[src/rtl/core/ssdt_pkg.sv]
// Shared widths, state codes and controller/datapath interface types for the dedup table.
package ssdt_pkg;

  localparam int MAC_W = 48;
  localparam int SEQ_W = 8;

  typedef struct packed {
    logic [MAC_W-1:0] mac;
    logic [SEQ_W-1:0] seq;
  } entry_t;

  typedef enum logic [2:0] {
    ST_IDLE    = 3'b001,
    ST_SEARCH  = 3'b010,
    ST_DELIVER = 3'b100
  } state_t;

  typedef struct packed {
    logic accept;
    logic search;
    logic upd_wr;
    logic ins_wr;
    logic res_ld;
    logic res_val;
    logic out_ld;
  } cmd_t;

  typedef struct packed {
    logic trivial;
    logic hit;
    logic hit_seq_eq;
    logic miss_done;
    logic out_free;
  } sts_t;

endpackage

[src/rtl/core/ssdt_ctrl.sv]
// Controller state machine sequencing accept, table search, entry update or insert and result delivery.
module ssdt_ctrl
  import ssdt_pkg::*;
(
  input  logic clk,
  input  logic rst_n,
  input  logic in_valid,
  output logic in_stall,
  input  sts_t sts,
  output cmd_t cmd
);

  state_t state_r;
  state_t state_nxt;

  always_comb begin
    state_nxt = state_r;
    cmd       = '0;
    in_stall  = 1'b1;
    unique case (state_r)
      ST_IDLE: begin
        in_stall = 1'b0;
        if (in_valid) begin
          cmd.accept = 1'b1;
          state_nxt  = ST_SEARCH;
        end
      end
      ST_SEARCH: begin
        priority if (sts.trivial) begin
          cmd.res_ld  = 1'b1;
          cmd.res_val = 1'b0;
          state_nxt   = ST_DELIVER;
        end else if (sts.hit) begin
          cmd.res_ld  = 1'b1;
          cmd.res_val = sts.hit_seq_eq;
          cmd.upd_wr  = !sts.hit_seq_eq;
          state_nxt   = ST_DELIVER;
        end else if (sts.miss_done) begin
          cmd.res_ld  = 1'b1;
          cmd.res_val = 1'b0;
          cmd.ins_wr  = 1'b1;
          state_nxt   = ST_DELIVER;
        end else begin
          cmd.search = 1'b1;
        end
      end
      ST_DELIVER: begin
        if (sts.out_free) begin
          cmd.out_ld = 1'b1;
          state_nxt  = ST_IDLE;
        end
      end
      default: begin
        state_nxt = ST_IDLE;
      end
    endcase
  end

  always_ff @(posedge clk) begin
    if (!rst_n) begin
      state_r <= ST_IDLE;
    end else begin
      state_r <= state_nxt;
    end
  end

endmodule

[src/rtl/core/ssdt_datapath.sv]
// Datapath: sender table memory, ring pointers, serial search pipeline and output register.
module ssdt_datapath
  import ssdt_pkg::*;
#(
  parameter int MAX_SENDERS = 32
) (
  input  logic             clk,
  input  logic             rst_n,
  input  logic [MAC_W-1:0] in_sender_mac,
  input  logic             in_sender_present,
  input  logic [SEQ_W-1:0] in_seq_id,
  input  logic             out_stall,
  output logic             out_valid,
  output logic             out_is_duplicate,
  input  cmd_t             cmd,
  output sts_t             sts
);

  localparam int SLOT_W = (MAX_SENDERS > 1) ? $clog2(MAX_SENDERS) : 1;
  localparam int CNT_W  = $clog2(MAX_SENDERS + 1);
  localparam logic [SLOT_W-1:0] LAST_SLOT = SLOT_W'(MAX_SENDERS - 1);
  localparam logic [CNT_W-1:0]  FULL_CNT  = CNT_W'(MAX_SENDERS);
  localparam logic [CNT_W:0]    DEPTH_EXT = (CNT_W + 1)'(MAX_SENDERS);

  entry_t entry_mem_r [MAX_SENDERS];
  entry_t rd_data_r;

  logic [MAC_W-1:0]  mac_r;
  logic              present_r;
  logic [SEQ_W-1:0]  seq_r;
  logic [CNT_W-1:0]  count_r, count_nxt;
  logic [SLOT_W-1:0] oldest_r, oldest_nxt;
  logic [SLOT_W-1:0] rd_slot_r, rd_slot_nxt;
  logic [SLOT_W-1:0] hit_slot_r, hit_slot_nxt;
  logic [CNT_W-1:0]  iss_cnt_r, iss_cnt_nxt;
  logic [CNT_W-1:0]  cmp_cnt_r, cmp_cnt_nxt;
  logic              rd_vld_r, rd_vld_nxt;
  logic              res_r, res_nxt;
  logic              out_vld_r, out_vld_nxt;
  logic              out_dup_r, out_dup_nxt;

  logic              rd_en;
  logic              full;
  logic [CNT_W:0]    ins_sum;
  logic [SLOT_W-1:0] ins_slot;
  logic              wr_en;
  logic [SLOT_W-1:0] wr_slot;

  assign full    = (count_r == FULL_CNT);
  assign ins_sum = (CNT_W + 1)'(oldest_r) + (CNT_W + 1)'(count_r);
  assign ins_slot = (ins_sum >= DEPTH_EXT) ? SLOT_W'(ins_sum - DEPTH_EXT) : SLOT_W'(ins_sum);
  assign rd_en   = cmd.search && (iss_cnt_r < count_r);
  assign wr_en   = cmd.upd_wr || cmd.ins_wr;
  assign wr_slot = cmd.upd_wr ? hit_slot_r : (full ? oldest_r : ins_slot);

  assign sts.trivial    = (seq_r == '0) || !present_r;
  assign sts.hit        = rd_vld_r && (rd_data_r.mac == mac_r);
  assign sts.hit_seq_eq = (rd_data_r.seq == seq_r);
  assign sts.miss_done  = !rd_vld_r && (cmp_cnt_r == count_r);
  assign sts.out_free   = !out_vld_r || !out_stall;

  assign out_valid        = out_vld_r;
  assign out_is_duplicate = out_dup_r;

  always_comb begin
    count_nxt    = count_r;
    oldest_nxt   = oldest_r;
    rd_slot_nxt  = rd_slot_r;
    hit_slot_nxt = hit_slot_r;
    iss_cnt_nxt  = iss_cnt_r;
    cmp_cnt_nxt  = cmp_cnt_r;
    rd_vld_nxt   = 1'b0;
    res_nxt      = res_r;
    out_vld_nxt  = out_vld_r;
    out_dup_nxt  = out_dup_r;

    if (cmd.accept) begin
      rd_slot_nxt = oldest_r;
      iss_cnt_nxt = '0;
      cmp_cnt_nxt = '0;
    end

    if (rd_en) begin
      rd_vld_nxt   = 1'b1;
      hit_slot_nxt = rd_slot_r;
      rd_slot_nxt  = (rd_slot_r == LAST_SLOT) ? '0 : rd_slot_r + SLOT_W'(1);
      iss_cnt_nxt  = iss_cnt_r + CNT_W'(1);
    end

    if (cmd.search && rd_vld_r) begin
      cmp_cnt_nxt = cmp_cnt_r + CNT_W'(1);
    end

    if (cmd.ins_wr) begin
      if (full) begin
        oldest_nxt = (oldest_r == LAST_SLOT) ? '0 : oldest_r + SLOT_W'(1);
      end else begin
        count_nxt = count_r + CNT_W'(1);
      end
    end

    if (cmd.res_ld) begin
      res_nxt = cmd.res_val;
    end

    if (cmd.out_ld) begin
      out_vld_nxt = 1'b1;
      out_dup_nxt = res_r;
    end else if (out_vld_r && !out_stall) begin
      out_vld_nxt = 1'b0;
    end
  end

  always_ff @(posedge clk) begin
    if (!rst_n) begin
      count_r   <= '0;
      oldest_r  <= '0;
      rd_vld_r  <= 1'b0;
      out_vld_r <= 1'b0;
    end else begin
      count_r   <= count_nxt;
      oldest_r  <= oldest_nxt;
      rd_vld_r  <= rd_vld_nxt;
      out_vld_r <= out_vld_nxt;
    end
  end

  always_ff @(posedge clk) begin
    rd_slot_r  <= rd_slot_nxt;
    hit_slot_r <= hit_slot_nxt;
    iss_cnt_r  <= iss_cnt_nxt;
    cmp_cnt_r  <= cmp_cnt_nxt;
    res_r      <= res_nxt;
    out_dup_r  <= out_dup_nxt;
    if (cmd.accept) begin
      mac_r     <= in_sender_mac;
      present_r <= in_sender_present;
      seq_r     <= in_seq_id;
    end
  end

  always_ff @(posedge clk) begin
    if (rd_en) begin
      rd_data_r <= entry_mem_r[rd_slot_r];
    end
  end

  always_ff @(posedge clk) begin
    if (wr_en) begin
      entry_mem_r[wr_slot] <= '{mac: mac_r, seq: seq_r};
    end
  end

endmodule

[src/rtl/core/sender_sequence_dedup_table_core.sv]
// Top level of the per-sender sequence id duplicate filter.
//
//   channel  direction  handshake            payload
//   in       input      in_valid/in_stall    in_sender_mac, in_sender_present, in_seq_id
//   out      output     out_valid/out_stall  out_is_duplicate
//
// A miss searches all count stored senders (up to MAX_SENDERS); the serial search through the table
// memory's single read port reads one entry per cycle. A hit ends the search at its position,
// and an absent sender or zero id skips the search. Input stalls until the output register loads
// and accepts again in the cycle after. Reset clears state, count, ring pointer and the read and
// output valid flags, not the table contents.
// A stalled result holds in the output register; the next transaction waits behind it.
module sender_sequence_dedup_table_core
  import ssdt_pkg::*;
#(
  parameter int MAX_SENDERS = 32
) (
  input  logic             clk,
  input  logic             rst_n,
  input  logic             in_valid,
  output logic             in_stall,
  input  logic [MAC_W-1:0] in_sender_mac,
  input  logic             in_sender_present,
  input  logic [SEQ_W-1:0] in_seq_id,
  output logic             out_valid,
  input  logic             out_stall,
  output logic             out_is_duplicate
);

  cmd_t cmd;
  sts_t sts;

  ssdt_ctrl u_ctrl (
    .clk      (clk),
    .rst_n    (rst_n),
    .in_valid (in_valid),
    .in_stall (in_stall),
    .sts      (sts),
    .cmd      (cmd)
  );

  ssdt_datapath #(
    .MAX_SENDERS (MAX_SENDERS)
  ) u_datapath (
    .clk               (clk),
    .rst_n             (rst_n),
    .in_sender_mac     (in_sender_mac),
    .in_sender_present (in_sender_present),
    .in_seq_id         (in_seq_id),
    .out_stall         (out_stall),
    .out_valid         (out_valid),
    .out_is_duplicate  (out_is_duplicate),
    .cmd               (cmd),
    .sts               (sts)
  );

endmodule

[config.mk]
export PLATFORM = sky130hd
export DESIGN_NAME = sender_sequence_dedup_table_core
export DESIGN_NICKNAME = d
export VERILOG_FILES = /design/src/rtl/core/ssdt_pkg.sv /design/src/rtl/core/ssdt_ctrl.sv /design/src/rtl/core/ssdt_datapath.sv /design/src/rtl/core/sender_sequence_dedup_table_core.sv
export SDC_FILE = /design/constraint.sdc
export NUM_CORES = 2
export LEC_CHECK = 0
export BUFFER_PORTS_ARGS = -buffer_cell sky130_fd_sc_hd__buf_2
export CORE_ASPECT_RATIO = 1.1
export CORE_UTILIZATION = 55
export CTS_BUF_LIST = sky130_fd_sc_hd__clkbuf_16
export CTS_CLUSTER_DIAMETER = 50
export DETAILED_ROUTE_END_ITERATION = 16
export PLACE_DENSITY = 0.74
export SYNTH_ARGS = -nofsm -noshare
export SYNTH_HDL_FRONTEND = slang
export SYNTH_HIERARCHICAL = 1
export SYNTH_SLANG_ARGS = --single-unit
[constraint.sdc]
create_clock -name clk -period 7.35 [get_ports clk]
set_input_delay 0.3675 -clock clk [delete_from_list [all_inputs] [get_ports clk]]
set_output_delay 0.3675 -clock clk [all_outputs]
set_load 0.02 [all_outputs]
Yosys cells after proc, flatten, opt, wreduce, memory -nomap -nowiden
Memory sizes are Yosys's and may differ from the RTL's. A register that Yosys moved wholly into a read port is not among the register bits.
Index checks and enable logic that the tools add are counted.
Widths: inputs -> output; s select.

word-level totals
  bits in registers = 97
  latch bits = 0
  memory bits (writable) = 1792
  bits in read-only memories = 0
  bits of input ports = 61
  output and inout port bits = 3
  word-level logic and storage cells = 94
  memories kept = 1

cells by class
  add/subtract/negate cells = 7
  $mul = 0
  divide/modulo/power cells = 0
  order comparisons = 2
  equal/unequal tests = 12
  shift operators = 0
  muxes and demuxes = 35
  bitwise logic cells = 2
  reductions and logical operators = 21

memories
  name                    words  bits a word  read ports  clocked after Yosys merged registers in  write ports  line                 source
  u_datapath.entry_mem_r  32     56           1           1                                        1            ssdt_datapath.sv:25  entry_t entry_mem_r [MAX_SENDERS];

operator list
  kind                 count
  $eq 48x48->1         1
  $mux 5               8
  $mux 3               7
  $add 6x1->6 const B  3
  $mux 6               3
  $mux 1               14
  $add 5x1->5 const B  2
  $eq 5x5->1 const B   2
  $pmux 3 s3           1
  $eq 8x8->1           1
  $logic_not 8->1      1
  $add 5x6->7          1
  $ge 7x6->1 const B   1
  $eq 6x6->1           1
  $eq 6x6->1 const B   1
  $lt 6x6->1           1
  $reduce_bool 2->1    3
  $logic_and 1x1->1    5
  $logic_not 1->1      5
  $sub 5x1->5 const B  1
  $mux 2               2
  $ne 2x2->1 const B   2
  $ne 4x4->1 const B   1
  $reduce_and 2->1     2
  7 further kinds      10

Longest topological paths before layout
  depth after elaboration = 9
  mapped depth = 13
  depth with buffers taken out = 12

By module
Netlist, hierarchy kept.

modules (own cells, without submodules)
  module         times used  cells an instance  area an instance (um^2)  sequential area each (um^2)
  ssdt_datapath  1           3109               73887.1                  58185.8
  ssdt_ctrl      1           22                 216.5                    60.1

Worst setup path after synthesis
OpenSTA, ideal clock, no wires.

  kind = register -> register
  start point = register u_datapath.mac_r[36]
  end point = memory u_datapath/entry_mem_r[1][0] in the netlist's numbering, enable pin
  setup time = 0.550 ns
  arrival time = 7.126 ns
  data required time = 6.800 ns
  slack = -0.326 ns
  stages on the path, launching flop included = 12
  buffers on the path = 2
  clock period less this slack = 7.676 ns
  cells stage by stage = edfxtp_1 xor2_1 nor4_1 nand4_1 nor4_1 nand2_1 nor2_1 clkbuf_1 nand2b_1 o31a_1 buf_2 nor3b_1

RTL lines
  item                    line                  source
  start, declared         ssdt_datapath.sv:28   logic [MAC_W-1:0] mac_r;
  start signal, assigned  ssdt_datapath.sv:136  mac_r <= in_sender_mac;
  end, declared           ssdt_datapath.sv:25

==> Implementation_results.wiki <==
{| class="wikitable"
! Metric !! Value
|-
| Number of ports placed on the die boundary || between 60 and 70
|-
| Static leakage || between 20 and 30 nW
|-
| Post-DP HPWL || between 80000 and 90000 um
|-
| Distinct cells, synth || 65
|-
| X dimension of the die || around 350 um
|-
| Detailed-route vias per instance || between 6 and 7
|-
| Clock root cell || clkbuf_16
|-
| Worst slew slack as a fraction of its limit || 0.1088
|-
| Leading cell type in the layout, fill and taps excluded || edfxtp_1
|-
| Max-capacitance violation count || 0
|-
| Number of standard cells after synthesis || ~3100
|-
| Startpoint kind of the worst setup timing path || flop
|-
| Share of the clock period used by the worst path || 0.8307
|-
| Count of cells along the worst register-to-register path || 11
|-
| Cell depth of the worst min-delay path || 2
|-
| EDFF count, synth || 1929
|-
| Crit Path Max Fanout || 46
|-
| Critical path capture point type || flop
|-
| Synthesized cell area || ~0.074 mm2
|-
| Clock-pin slew on the worst setup and hold paths || roughly 60 ps
|-
| Initial antenna violation count || 4
|-
| Number of nets still failing antenna checks after routing || 0
|-
| Mean area per synthesized cell || ~24 um2
|-
| Final setup fails || 0
|-
| Worst-case clock buffer depth || 3
|-
| WS Path Type || reg -> reg
|-
| Post-synthesis cell type with the largest combined area || edfxtp_1
|-
| Detailed-route wire length || 170900 um
|-
| Placer Congestion || about 0.84
|-
| Top library cells by usage in the layout, fill and taps aside || 1929 x edfxtp_1, 505 x mux4_2, 185 x clkbuf_16
|-
| Maximum number of pins on one net before global-route repair || between 150 and 200
|-
| Power Total || around 23 mW
|-
| Average wire per cell in the routed design || between 30 and 40 um
|-
| Layout Area Growth over Synthesis || 13.12%
|-
| Power density of the placed cells || between 200 and 300 mW/mm2
|-
| First-pass GRT wire length || around 250000 um
|-
| Yosys synthesis warning count || 6
|-
| Inserted Clock Buffers || 184
|-
| Area share of the leading cell type in the synthesized netlist || 0.7817
|-
| Hold slack final || 248.1 ps
|-
| Biggest area contributors in the synthesized netlist || edfxtp_1 78%, mux4_2 15%, xor2_1 0.66%
|-
| Std cell rows || 140
|-
| Finished layout cell area || approximately 0.084 mm2
|-
| Result of the run || finished, final reports clean
|-
| Ratio of cells with drive above 1 in the final layout || 0.2871
|-
| Die height || about 390 um
|-
| # DRC || 0
|-
| Via count of the first global-routing pass || 36060
|-
| Fill cells || ~8400
|-
| Number of clock sinks || approximately 1900
|-
| TritonCTS clock tree || built
|-
| Hold violation total from the final report || 0
|-
| Slew of the pin with the lowest slew margin || about 1300 ps
|-
| Clock latency on the worst-skew pair || 810 ps
|-
| Iteration-0 DRC count of the detailed router || roughly 5000
|-
| Sequential element share of the synthesized area || 0.7860
|-
| Worst Hold Class || in -> reg
|-
| Overall fraction of global-route tracks in use || 0.2541
|-
| DRT Pass-1 Iters || 6
|-
| GRT overflow || 0
|-
| Initial Utilization || 0.5566
|-
| Arrival time at the worst endpoint || 6510 ps
|-
| Area enclosed by the die boundary || around 0.14 mm2
|-
| # Post-CTS Setup Buffers || 0
|-
| Final layout net count || around 3500
|-
| Crit path time final || around 6100 ps
|-
| Post-synthesis sequential element count || slightly below 2000
|-
| Clock skew after layout || between 30 and 40 ps
|-
| Unrepaired setup endpoints after global routing || no
|-
| Max VDD drop || roughly 0.20 mV
|-
| Total placed instance area || roughly 0.077 mm2
|-
| Synthesized net count || 3210
|-
| Quantity of I/O buffers inserted on ports || 63
|-
| Maximum achievable frequency || between 150 and 200 MHz
|-
| Vias || 35200
|-
| Level count of the clock H-tree || 4
|-
| Commonest register cell after synthesis || edfxtp_1
|-
| Placeable core region || approximately 0.13 mm2
|-
| Critical path data required time || between 7000 and 8000 ps
|-
| Total count of max-transition violations in the final report || 0
|-
| Share of synthesized registers carrying an async set or reset || 0
|-
| PostCTS Resize Cnt || 0
|}
## cell usage after synthesis (6+ instances only)
master	instances
edfxtp_1	1929
nor4_1	13
buf_1	8
xnor2_1	17
buf_6	24
nand4_1	6
clkbuf_1	82
a221oi_1	55
a21oi_1	8
inv_1	9
nor2_1	22
buf_2	33
mux4_2	505
a22o_1	55
o21ai_0	6
nor2b_1	9
ha_1	17
nand2_1	68
xor2_1	56
dfxtp_1	16
o21ai_1	57
nand3_1	13
nor3_1	31
buf_4	10
nor3b_1	8
and2_1	9
## area by class of cell
class	instances	area, um2	area share
sequential	1945	58250	0.6948
multi-input combinational	1019	15230	0.1816
clock buffer	185	4629	0.05523
tap	1775	2221	0.02649
timing repair buffer	262	2197	0.02621
clock inverter	156	1266	0.01510
inverter	10	37.54	0.0004478
antenna	2	5.005	0.00005970
## layer usage
| metal | GRT usage | vias to the layer above | wire length, um |
|---|---|---|---|
| li1 | - | 14050 | - |
| met1 | 0.3549 | 18680 | 63730 |
| met2 | 0.4092 | 2134 | 84690 |
| met3 | 0.04476 | 330 | 17030 |
| met4 | 0.08829 | 4 | 5435 |
| met5 | 0 | - | 27 |
## timing repair
action	in CTS	in global routing
hold buffers	60	0
setup endpoints to repair	0	0
endpoints found under the hold margin	73	0
## worst max-delay path, stage by stage (launching register included)
cell,delay [ps]
edfxtp_1,1030
xor2_1,220
nor4_1,610
nand4_1,240
nor4_2,930
nand2_1,100
nor2_1,700
nand2_1,150
o31ai_2,150
a21bo_1,430
nor3_2,230
buf_4,840
## cell families (layout without fill, tap and decap cells)
group / Yosys count / after routing / synth area share
AND/OR/NAND/NOR: 208 / 208 / 0.01493
buffers and inverters: 167 / 613 / 0.01195
multiplexers: 512 / 512 / 0.1545
XOR/XNOR: 73 / 73 / 0.008628
AO/OA/AOI/OAI: 208 / 208 / 0.02082
other: 0 / 2 / 0
flip-flops: 1945 / 1945 / 0.7860
adder cells (fa/ha/maj): 18 / 18 / 0.003140
## state kept, by name, summed over array words and instances, names as in the netlist
name	flops
u_datapath/rd_vld_r	1
u_datapath/res_r	1
u_datapath/rd_data_r	56
u_datapath/count_r	6
u_datapath/entry_mem_r	1792
u_datapath/present_r	1
u_datapath/cmp_cnt_r	6
u_ctrl/state_r	3
u_datapath/mac_r	48
u_datapath/out_valid	1
u_datapath/iss_cnt_r	6
u_datapath/rd_slot_r	5
u_datapath/hit_slot_r	5
u_datapath/oldest_r	5
u_datapath/out_is_duplicate	1
u_datapath/seq_r	8
## report_power, final
part / leakage, nW / total (mW) / internal [mW] / switching (mW)
logic: 5.68 / 1.06 / 0.445 / 0.611
clock network: 3.02 / 9.20 / 5.14 / 4.06
registers: 17.5 / 12.3 / 12.3 / 0.0605
## metrics by stage
step                      setup slack, ps  setup TNS (ps)  utilization  std cells
after floorplan                    -186.9          -58140            -       3131
after CTS                            1397               0       0.6296       5352
after detailed placement             1436               0       0.5808       4951
after global routing                871.1               0       0.6297       5354
final                                1245               0       0.6297       5354
after global placement               1661               0       0.5808       4951
## final timing paths
check	from	endpoint	slack, ps
max reg2reg	u_datapath/mac_r[43]	u_datapath/entry_mem_r[23][30]	1240
min	in_valid	u_datapath/mac_r[31]	250
min reg2reg	u_datapath/res_r	u_datapath/out_is_duplicate	420
max	u_datapath/mac_r[43]	u_datapath/entry_mem_r[23][30]	1240
No activity file was read; power rests on OpenSTA's default activity.
